[src/hw/rtl/gbe_pkg.sv]
// Shared types and constants for the gap buffer engine.
// Holds the request and result item types and the controller/datapath link types.
// Depends on nothing.
`timescale 1ns / 1ps
`default_nettype none

package gbe_pkg;

  localparam int FIELD_W = 13;

  localparam logic [2:0] MODE_INSERT   = 3'd0;
  localparam logic [2:0] MODE_DEL_BACK = 3'd1;
  localparam logic [2:0] MODE_DEL_FWD  = 3'd2;
  localparam logic [2:0] MODE_MOVE     = 3'd3;
  localparam logic [2:0] MODE_READ     = 3'd4;

  localparam logic STATUS_DONE = 1'b0;
  localparam logic STATUS_FULL = 1'b1;

  typedef struct packed {
    logic [2:0]         mode;
    logic [7:0]         char_in;
    logic [FIELD_W-1:0] count;
    logic [FIELD_W-1:0] position;
  } in_item_t;

  typedef struct packed {
    logic [7:0]         char_out;
    logic               status;
    logic [FIELD_W-1:0] text_length;
    logic [FIELD_W-1:0] cursor;
  } out_item_t;

  typedef struct packed {
    logic capture;
    logic exec;
    logic copy;
    logic rd_done;
    logic load;
  } dp_cmd_t;

  typedef struct packed {
    logic go_copy;
    logic go_read;
    logic copy_done;
  } dp_sts_t;

endpackage

`default_nettype wire

[src/hw/rtl/gbe_ctrl.sv]
// Controller state machine of the gap buffer engine.
// Sequences each request through the datapath and owns the handshakes.
// Depends on gbe_pkg.
`timescale 1ns / 1ps
`default_nettype none

module gbe_ctrl (
  input  wire logic             clk,
  input  wire logic             rst_n,
  input  wire logic             in_valid,
  output logic                  in_ready,
  output logic                  out_valid,
  input  wire logic             out_ready,
  output gbe_pkg::dp_cmd_t      cmd,
  input  wire gbe_pkg::dp_sts_t sts
);

  typedef enum logic [2:0] {
    S_IDLE,
    S_EXEC,
    S_COPY,
    S_RDWAIT,
    S_FIN
  } state_t;

  state_t state_r;
  logic   out_valid_r;
  logic   accept;

  assign in_ready  = (state_r == S_IDLE) && (!out_valid_r || out_ready);
  assign accept    = in_valid && in_ready;
  assign out_valid = out_valid_r;

  assign cmd.capture = accept;
  assign cmd.exec    = (state_r == S_EXEC);
  assign cmd.copy    = (state_r == S_COPY);
  assign cmd.rd_done = (state_r == S_RDWAIT);
  assign cmd.load    = (state_r == S_FIN);

  always_ff @(posedge clk) begin
    if (!rst_n) begin
      state_r     <= S_IDLE;
      out_valid_r <= 1'b0;
    end else begin
      unique case (state_r)
        S_IDLE: begin
          if (accept) begin
            state_r <= S_EXEC;
          end
        end
        S_EXEC: begin
          if (sts.go_copy) begin
            state_r <= S_COPY;
          end else if (sts.go_read) begin
            state_r <= S_RDWAIT;
          end else begin
            state_r <= S_FIN;
          end
        end
        S_COPY: begin
          if (sts.copy_done) begin
            state_r <= S_FIN;
          end
        end
        S_RDWAIT: begin
          state_r <= S_FIN;
        end
        S_FIN: begin
          state_r <= S_IDLE;
        end
        default: begin
          state_r <= S_IDLE;
        end
      endcase
      if (state_r == S_FIN) begin
        out_valid_r <= 1'b1;
      end else if (out_ready) begin
        out_valid_r <= 1'b0;
      end
    end
  end

  // A request is only taken once the result register is free, so it stays free while busy.
  a_busy_out_free: assert property (@(posedge clk) disable iff (!rst_n)
    (state_r != S_IDLE) |-> !out_valid_r)
    else $error("result pending while a request is in progress");

  a_fin_presents: assert property (@(posedge clk) disable iff (!rst_n)
    (state_r == S_FIN) |=> out_valid_r)
    else $error("finished request did not present a result");

endmodule

`default_nettype wire

[config.mk]
export PLATFORM = sky130hd
export DESIGN_NAME = gbe_ctrl
export DESIGN_NICKNAME = d
export VERILOG_FILES = /design/src/hw/rtl/gbe_pkg.sv /design/src/hw/rtl/gbe_ctrl.sv
export SDC_FILE = /design/constraint.sdc
export NUM_CORES = 1
export LEC_CHECK = 0
export BUFFER_PORTS_ARGS = -buffer_cell sky130_fd_sc_hd__buf_2
export CAP_MARGIN = 20
export CORE_AREA = 4 4 41 43
export CTS_CLUSTER_DIAMETER = 40
export DETAILED_ROUTE_END_ITERATION = 6
export DIE_AREA = 0 0 45 47
export GPL_TIMING_DRIVEN = 0
export HOLD_SLACK_MARGIN = 0.08
export PLACE_DENSITY = 0.49
export SYNTH_ARGS = -nofsm -noshare
export SYNTH_HDL_FRONTEND = slang
export SYNTH_SLANG_ARGS = --single-unit
[constraint.sdc]
create_clock -name clk -period 1.2 [get_ports clk]
set_input_delay 0.12 -clock clk [delete_from_list [all_inputs] [get_ports clk]]
set_output_delay 0.12 -clock clk [all_outputs]
set_load 0.01 [all_outputs]
==> summary.md, run 1 <==
| Metric | Value |
|---|---|
| Met1 wire length | roughly 220 um |
| Cell taking the most area after synthesis | dfxtp_1 |
| Drt total wl | 608 um |
| Setup_tns | -0.0435 ns |
| Met3 wire length | about 16 um |
| DRT Pass-1 Iters | 2 |
| Fillers | 152 |
| Die ar. | ~2100 um2 |
| Max-capacitance violation count | 0 |
| Root buf cell | clkbuf_4 |
| First-pass GRT wire length | slightly below 1000 um |
| GRT overflow | 0 |
| Synth-to-layout area growth | 75.1% |
| Port Buf Inserts | 13 |
| Reg2reg path depth | 3 |
| Initial antenna violation count | 0 |
| Initial Utilization | a little under a fifth |
| Endpoints failing setup | 1 |
| Synthesized cell area | about 240 um2 |
| Critical Path AT | roughly 1.1 ns |
| Slew HR | 86.2% |
| Hold path endpoint | out_valid$_SDFFE_PN0P_ |
| Reg2reg end | state_r[0]$_SDFFE_PN0P_ |
| Core ar. | roughly 1300 um2 |
| Via density | 4.16 |
| CTS clock-pin slew for the worst setup and hold paths | 0.04 ns |
| Reg-to-reg critical path startpoint | out_valid$_SDFFE_PN0P_ |
| Remaining DRCs | 0 |
| Syn Inst Count | 25 |
| Vias in the first global route | ~240 |
| Status | complete, but fails checks |
| Syn_area_per_cell | between 9 and 10 um2 |
| Multi-input logic area | about 170 um2 |
| Period minus WS final | about 1.2 ns |
| Routed wl met2 | 353 um |
| Violated checks | negative setup slack |
| Share of cells above drive strength 1 | between 70 and 80% |
| Worst Setup Start Kind | flip-flop |
| Post-synth top cells | dfxtp_1 (4), nor3b_1 (3), nand2b_1 (2), nor2_1 (2) |
| Yosys reg bits | 4 |
| CTS tree | built |
| Total power | about 0.00043 W |
| Average routed wire per standard cell | between 10 and 15 um |
| Post-synth EDFFs | 0 |
| Final net count | 52 |
| Worst vdd ir | 0.663 mV |
| CTS H-tree lvls | 1 |
| Cell Pwr Density | approximately 1000 nW/um2 |
| Most frequent cell after synthesis | dfxtp_1 |
| I/O pin count | 14 |
| R2r setup slk | 0.11 ns |
| Max layer used | met4 |
| Final period util | 104% |
| Die extent in y | roughly 47 um |
| Syn nets | 32 |
| Synth Flop Type | dfxtp_1 |
| Hold crit path type | in -> reg |
| Yosys cell types | 18 |
| Rows | 13 |
| FMAX | a little over 800 MHz |
| Most area-consuming cells after synthesis | dfxtp_1 (34%), nor3b_1 (9.5%), a211oi_2 (5.3%) |
| Global placement routability congestion | around 0.62 |
| Pleak | 0.197 nW |
| Worst setup margin | -0.0435 ns |
| Clock buffer depth | 2 |
| Routed via count | roughly 240 |
| Critical path class | reg -> out |
| Async set-reset flop share out of synthesis | 0% |
| Synth top area share | around 34% |
| Reg area | slightly above 90 um2 |
| Post-route antenna net violation count | 0 |
| CTS Sinks | 4 |
| Hold buffer count at CTS | 0 |
| Worst Path Max Fanout | 4 |
| CTS Buf Count | 3 |
| RSZ-0062 raised after global routing | true |
| Worst skew pair latency | ~0.23 ns |
| Critical Path RT | 1.08 ns |
| 1st-iter DRT viols | 5 |
| WHS | ~0.11 ns |
| Hold_sp | rst_n |
| Clk_skew | about 0.0012 ns |
| Crit end category | primary output |
| Fin. Hold Viols | 0 |
| Slew Limit Fails | 0 |
| Die width | approximately 45 um |
| Register area share after synthesis | between 30% and 40% |
| Yosys warnings | 0 |
| Worst-Margin Slew | slightly above 0.2 ns |
| Gr usage total | 7.11% |
| N_diodes | 0 |
| Largest net degree at the start of global routing | 7 |
| Hold path depth | 2 |
==> layer usage <==
| metal | GRT usage (%) | up-vias |
|---|---|---|
| li1 | - | 124 |
| met1 | 6.59 | 111 |
| met2 | 11.3 | 4 |
| met3 | 3.45 | 2 |
| met4 | 7.02 | 0 |
| met5 | 0 | - |
==> per-stage QoR <==
stage | setup slack, ns | utilization, % | cells | cell area, um2
2_1_floorplan | 0.0208 | - | 25 | 243
3_3_place_gp | 0.0146 | 25.1 | 53 | 327
3_5_place_dp | 0.00424 | 25.1 | 53 | 327
4_1_cts | -0.0658 | 31.0 | 58 | 403
5_1_grt | -0.108 | 31.8 | 58 | 414
6_report | -0.0435 | 31.8 | 58 | 414
==> cells in the final DEF, fill, tap and decap left out <==
cell type / n
and2_1: 1
nor4_4: 1
or3b_1: 1
nor2_1: 2
dfxtp_4: 3
nand3b_1: 1
clkbuf_4: 3
buf_6: 3
mux2_2: 1
nor2b_2: 1
buf_2: 12
a22oi_1: 1
dfxtp_1: 1
nor3b_2: 3
a211oi_2: 1
buf_4: 3
and3b_1: 1
o21a_1: 1
o21bai_1: 1
nand2b_1: 2
==> layout make-up <==
class,count,area share [%]
clock buffers,3,5.44
well taps,15,4.53
flip-flops and latches,4,22.1
repair buffers,18,28.1
multi-input cells,18,39.9
==> worst max path at each step <==
stage / startpoint / endpoint / slack [ns]
final: state_r[0]$_SDFFE_PN0P_ / cmd[4] / -0.04
after detailed placement: state_r[1]$_SDFFE_PN0P_ / cmd[4] / 0.004
after floorplan: state_r[0]$_SDFFE_PN0P_ / cmd[4] / 0.02
after global routing: state_r[0]$_SDFFE_PN0P_ / cmd[4] / -0.11
after CTS: state_r[0]$_SDFFE_PN0P_ / cmd[4] / -0.07
after global placement: state_r[1]$_SDFFE_PN0P_ / cmd[4] / 0.01
==> cells by family after synthesis <==
logic type | Yosys count | synth area share (%)
and+or+nand+nor | 13 | 36.5
AOI/OAI and AO/OA | 4 | 14.8
DFF | 4 | 33.9
buffers and inverters | 3 | 10.1
muxes | 1 | 4.76
==> worst max-delay path: stages (launching register included) <==
cell,delay [ns]
dfxtp_4,0.35
nor4_4,0.27
and2_1,0.17
buf_6,0.10
==> registers in the layout, indices dropped and copies added (netlist names) <==
register / cells
out_valid: 1
state_r: 3
==> power breakdown <==
group          switching [W]  internal, W
Clock              0.0000528     0.000112
Combinational      0.0000471    0.0000686
Sequential        0.00000948     0.000140
==> what timing repair did <==
action                     CTS  global route
setup buffers                4             1
pin swaps                    2             2
cloned                       0             0
setup endpoints to repair    4             6
resized for setup           10             4
hold endpoints to repair     0             0
Note: power is estimated with default switching activity, not from simulation.
==> inputs of run 2 (changes only) <==
--- a/config.mk
+++ b/config.mk
@@ -9,5 +9,5 @@
 export CAP_MARGIN = 20
 export CORE_AREA = 4 4 41 43
-export CTS_CLUSTER_DIAMETER = 40
+export CTS_CLUSTER_DIAMETER = 30
 export DETAILED_ROUTE_END_ITERATION = 6
 export DIE_AREA = 0 0 45 47
==> constraint.sdc (replaced) <==
create_clock -name clk -period 1.2 [get_ports clk]
set_input_delay 0.06 -clock clk [delete_from_list [all_inputs] [get_ports clk]]
set_output_delay 0.06 -clock clk [all_outputs]
set_load 0.01 [all_outputs]
==> run 2 against run 1 <==
Effect of this change:
- the flow now finishes without violations
- count of clock-buffer cells in the layout did not move
- flip-flop and latch count did not move
- clock skew fell by 0.00054 ns
==> summary.md, run 2 (same netlist as run 1, synthesis figures left out) <==
| Metric | Value |
|---|---|
| Status | complete, no violations |
| Most crowded layer after global routing | met2 |
| Die ar. | 2120 um2 |
| Rows | 13 |
| Vias in the first global route | roughly 230 |
| Die extent in y | 47 um |
| GRT met2 Usage | roughly a tenth |
| Fin. Hold Viols | 0 |
| Average routed wire per standard cell | 9.97 um |
| RSZ-0062 raised after global routing | true |
| Synth-to-layout area growth | 72.0% |
| Slew HR | slightly below 90% |
| Worst Path Max Fanout | 4 |
| Reg2reg path depth | 3 |
| Final instance area | about 410 um2 |
| Clk_skew | 0.000639 ns |
| GRT overflow | 0 |
| Worst Setup Start Kind | flip-flop |
| Post-route antenna net violation count | 0 |
| Cell Pwr Density | roughly 1000 nW/um2 |
| CTS clock-pin slew for the worst setup and hold paths | 0.04 ns |
| Endpoints failing setup | 0 |
| Largest register by flop count | state_r |
| Global placement routability congestion | slightly above 0.6 |
| Reg-to-reg critical path startpoint | out_valid$_SDFFE_PN0P_ |
| Multi-input logic area | ~160 um2 |
| Max-capacitance violation count | 0 |
| Period minus WS final | 1.18 ns |
| Worst skew pair latency | between 0.2 and 0.25 ns |
| Clock buffer depth | 2 |
| DRT Pass-1 Iters | 3 |
| Share of cells above drive strength 1 | about two thirds |
| Initial antenna violation count | 0 |
| Largest net degree at the start of global routing | 7 |
| FMAX | around 850 MHz |
| Hold path depth | 3 |
| Routed via count | ~250 |
| 1st-iter DRT viols | 6 |
| Reg2reg end | state_r[0]$_SDFFE_PN0P_ |
| Critical path class | reg -> out |
| Initial Utilization | 18.2% |
| Crit end category | primary output |
| First-pass GRT wire length | between 900 and 1000 um |
| Hold_sp | sts[0] |
| Critical Path Source | state_r[0]$_SDFFE_PN0P_ |
| Fin util | 31.3% |
| Worst-Margin Slew | between 0.2 and 0.25 ns |
| CTS Buf Count | 3 |
| Post-DP Area | approximately 330 um2 |
| Most frequent cells in the layout | buf_2 (12), buf_4 (5), clkbuf_4 (3), dfxtp_4 (3) |
| Gr usage total | ~6.8% |
| Pleak | around 0.19 nW |
| Critical Path RT | 1.14 ns |
| CTS tree | built |
| Reg area | between 90 and 100 um2 |
| Final net count | between 50 and 60 |
| Final period util | a little over nine tenths |
| Worst vdd ir | around 0.66 mV |
| Slew Limit Fails | 0 |
| Largest register FFs | 3 |
| Critical Path AT | approximately 1.1 ns |
| CTS Sinks | 4 |
| I/O pin count | 14 |
| R2r setup slk | approximately 0.11 ns |
| Port Buf Inserts | 13 |
| N_diodes | 0 |
| Commonest non-fill, non-tap cell in the layout | buf_2 |
| M3 GR Usage | roughly 3.4% |
| Drt total wl | 588 um |
| Hold path endpoint | state_r[2]$_SDFFE_PN0P_ |
| Core ar. | 1300 um2 |
| Root buf cell | clkbuf_4 |
| CTS H-tree lvls | 1 |
| Hold crit path type | in -> reg |
| M1 GR Usage | roughly 6.4% |
| Die width | between 40 and 50 um |
| Via density | roughly 4.2 |
| Fillers | ~150 |
| Remaining DRCs | 0 |
[run 2: area by class of cell]
| cell class | instances | share of cell area, % |
|---|---|---|
| clock buffer | 3 | 5.54 |
| sequential | 4 | 22.5 |
| tap | 15 | 4.62 |
| timing repair buffer | 19 | 29.2 |
| multi-input combinational | 18 | 38.2 |
[run 2: per-layer routing]
layer,up-vias,share of wire (%)
met2,4,58
met4,0,2.4
met5,-,0
met1,115,36
li1,126,-
met3,2,3.2
[run 2: through the flow]
| stage | setup slack [ns] | power (W) | hold WS [ns] | TNS [ns] | cells |
|---|---|---|---|---|---|
| finish | 0.0166 | 0.000426 | 0.101 | 0 | 59 |
| floorplan | 0.0808 | 0.000212 | 0.178 | 0 | 25 |
| detailed placement | 0.0642 | 0.000247 | 0.285 | 0 | 53 |
| global placement | 0.0746 | 0.000246 | 0.286 | 0 | 53 |
| global route | -0.0483 | 0.000461 | 0.126 | -0.0483 | 59 |
| CTS | -0.00577 | 0.000434 | 0.0977 | -0.00812 | 59 |
[run 2: power breakdown]
part / total [W] / switching [W] / internal (W)
clock: 0.000165 / 0.0000529 / 0.000112
combinational: 0.000113 / 0.0000455 / 0.0000671
sequential: 0.000148 / 0.00000897 / 0.000139
[run 2: how the worst max path moves through the flow]
stage | endpoint | slack (ns) | cells after the start
finish | cmd[4] | 0.02 | 3
global route | cmd[4] | -0.05 | 3
CTS | cmd[4] | -0.006 | 4
detailed placement | cmd[4] | 0.06 | 5
global placement | cmd[4] | 0.07 | 5
floorplan | cmd[4] | 0.08 | 4
[run 2: critical path, stage by stage (launching register included)]
cell and delay (ns):
dfxtp_4 0.35, nor4_4 0.27, and2_1 0.17, buf_6 0.10
[run 2: timing repair]
item | in CTS | in global routing
hold buffers | 1 | 0
setup endpoints to repair | 3 | 3
endpoints found under the hold margin | 1 | 0
buffers inserted | 4 | 1
pin swaps | 2 | 2
gates resized for setup | 8 | 2
==> inputs of run 3 (changes only) <==
CORE_AREA = 2 2 39 41   (was 4 4 41 43)
DIE_AREA = 0 0 41 43   (was 0 0 45 47)
==> run 3 against run 2 <==
Effect of this change:
- non-clock buffer count is 1 lower
- clock power barely moved
- via count is 1.2% higher
- global-route usage grew 0.85 points
- highest routed layer is now met3
==> summary.md, run 3 (same netlist as run 1, synthesis figures left out) <==
| Metric | Value |
|---|---|
| Share of cells above drive strength 1 | roughly 70% |
| Routed via count | 250 |
| CTS tree | built |
| Die ar. | 1760 um2 |
| Worst skew pair latency | 0.23 ns |
| Worst vdd ir | 0.416 mV |
| Most frequent cells in the layout | buf_2 (12), buf_4 (4), nor3b_2 (3), clkbuf_4 (3), dfxtp_4 (3) |
| Hold path depth | 3 |
| 1st-iter DRT viols | 1 |
| Synth-to-layout area growth | 76.7% |
| Placed cells | 54 |
| Crit end category | primary output |
| Gr usage total | between 7 and 8% |
| Endpoints failing setup | 0 |
| Clk_skew | roughly 0.0022 ns |
| Initial antenna violation count | 0 |
| Root buf cell | clkbuf_4 |
| Rows | 14 |
| Remaining DRCs | 0 |
| Global placement routability congestion | roughly 0.65 |
| N_diodes | 0 |
| Critical path class | reg -> out |
| Initial Utilization | 17.1% |
| Final period util | a little over nine tenths |
| RSZ-0062 raised after global routing | true |
| Die width | 41 um |
| Commonest non-fill, non-tap cell in the layout | buf_2 |
| Crit-path slowest cell | dfxtp_4 |
| GRT overflow | 0 |
| Final std cells w/o fill | between 50 and 60 |
| Hold path endpoint | state_r[2]$_SDFFE_PN0P_ |
| Final instance area | around 420 um2 |
| Die extent in y | 43 um |
| Port Buf Inserts | 13 |
| Reg2reg path depth | 4 |
| Average routed wire per standard cell | between 10 and 15 um |
| First-pass GRT wire length | between 800 and 900 um |
| Fillers | about 160 |
| I/O pin count | 14 |
| Worst Setup Start Kind | flip-flop |
| Vias in the first global route | roughly 240 |
| Via density | roughly 4.2 |
| Core ar. | 1380 um2 |
| Slowest stage delay, CP | about 0.35 ns |
| Critical Path Source | state_r[2]$_SDFFE_PN0P_ |
| Largest net degree at the start of global routing | 7 |
| CTS Buf Count | 3 |
| Final net count | 52 |
| Critical Path RT | 1.14 ns |
| CTS Sinks | 4 |
| Bufs and invs on worst path | 1 |
| Max-capacitance violation count | 0 |
| Hold crit path type | in -> reg |
| Clock buffer depth | 2 |
| Worst Path Max Fanout | 4 |
| Cell Pwr Density | roughly 1000 nW/um2 |
| Post-DP Area | ~330 um2 |
| Largest register FFs | 3 |
| DRT Pass-1 Iters | 3 |
| Critical Path, Cell by Cell | nor4_4, and2_4, buf_6 |
| CP top delay family | simple AND/OR/NAND/NOR gates |
| Slew Limit Fails | 0 |
| Multi-input logic area | approximately 170 um2 |
| Reg-to-reg critical path startpoint | state_r[1]$_SDFFE_PN0P_ |
| Critical Path AT | 1.12 ns |
| CTS clock-pin slew for the worst setup and hold paths | about 0.040 ns |
| Status | complete, no violations |
| Slew HR | around 86% |
| Largest register by flop count | state_r |
| Worst-Margin Slew | between 0.2 and 0.25 ns |
| Pleak | just under 0.2 nW |
| Fin. Hold Viols | 0 |
| Hold_sp | sts[0] |
| Post-route antenna net violation count | 0 |
| Drt total wl | 598 um |
| Period minus WS final | 1.18 ns |
| FMAX | 849 MHz |
| R2r setup slk | roughly 0.11 ns |
| Reg area | 91.3 um2 |
| Reg2reg end | state_r[1]$_SDFFE_PN0P_ |
| CTS H-tree lvls | 1 |
-- run 3: changes by cell type in the layout (fill, tap and decap cells not counted) --
cell     previous run  this run
nor3b_1             2         0
nor3b_2             1         3
and2_1              1         0
and2_4              0         1
buf_4               5         4
nor2b_2             1         0
nor2b_4             0         1
-- run 3: how the worst max path moves through the flow --
stage | end | slack (ns) | depth (start not counted)
3_3_place_gp | cmd[4] | 0.08 | 5
6_report | cmd[4] | 0.02 | 3
2_1_floorplan | cmd[4] | 0.08 | 4
4_1_cts | cmd[4] | 0.004 | 4
5_1_grt | cmd[4] | -0.07 | 3
3_5_place_dp | cmd[4] | 0.08 | 5
-- run 3: power breakdown --
| group | total, W | internal (W) | switching, W | leakage [nW] |
|---|---|---|---|---|
| Combinational | 0.000113 | 0.0000681 | 0.0000450 | 0.148 |
| Sequential | 0.000150 | 0.000139 | 0.0000110 | 0.0348 |
| Clock | 0.000166 | 0.000112 | 0.0000543 | 0.0138 |
-- run 3: per-layer routing --
metal / vias to the layer above / track usage [%] / share of wire, % / routed length (um)
li1: 125 / - / - / -
met1: 116 / 9.35 / 42 / 252
met2: 9 / 10.9 / 49 / 295
met3: 0 / 3.14 / 8.4 / 50
met4: 0 / 4.00 / 0 / 0
met5: - / 0 / 0 / 0
-- run 3: worst min-delay path, stage by stage --
cell     delay, ns
buf_2         0.09
a22oi_1       0.08
nor2_1        0.07
-- run 3: through the flow --
step	setup WS [ns]	util [%]	power, W	setup TNS [ns]	hold WS (ns)
CTS	0.00382	29.6	0.000436	0	0.0977
detailed placement	0.0825	23.7	0.000244	0	0.289
finish	0.0228	30.2	0.000430	0	0.105
global placement	0.0833	23.7	0.000245	0	0.284
floorplan	0.0808	-	0.000212	0	0.178
global route	-0.0652	30.2	0.000458	-0.0652	0.137
-- run 3: cell type report --
cell class	count	area share, %
well taps	16	4.79
clock buffers	3	5.39
multi-input cells	18	41.3
repair buffers	18	26.6
flip-flops and latches	4	21.9
-- run 3: timing repair --
action | 4_1_cts | 5_1_grt
endpoints found under the hold margin | 1 | 0
setup buffers | 3 | 1
resized for setup | 10 | 4
pin swaps | 2 | 2
hold buffers | 1 | 0
endpoints found under the setup margin | 1 | 3
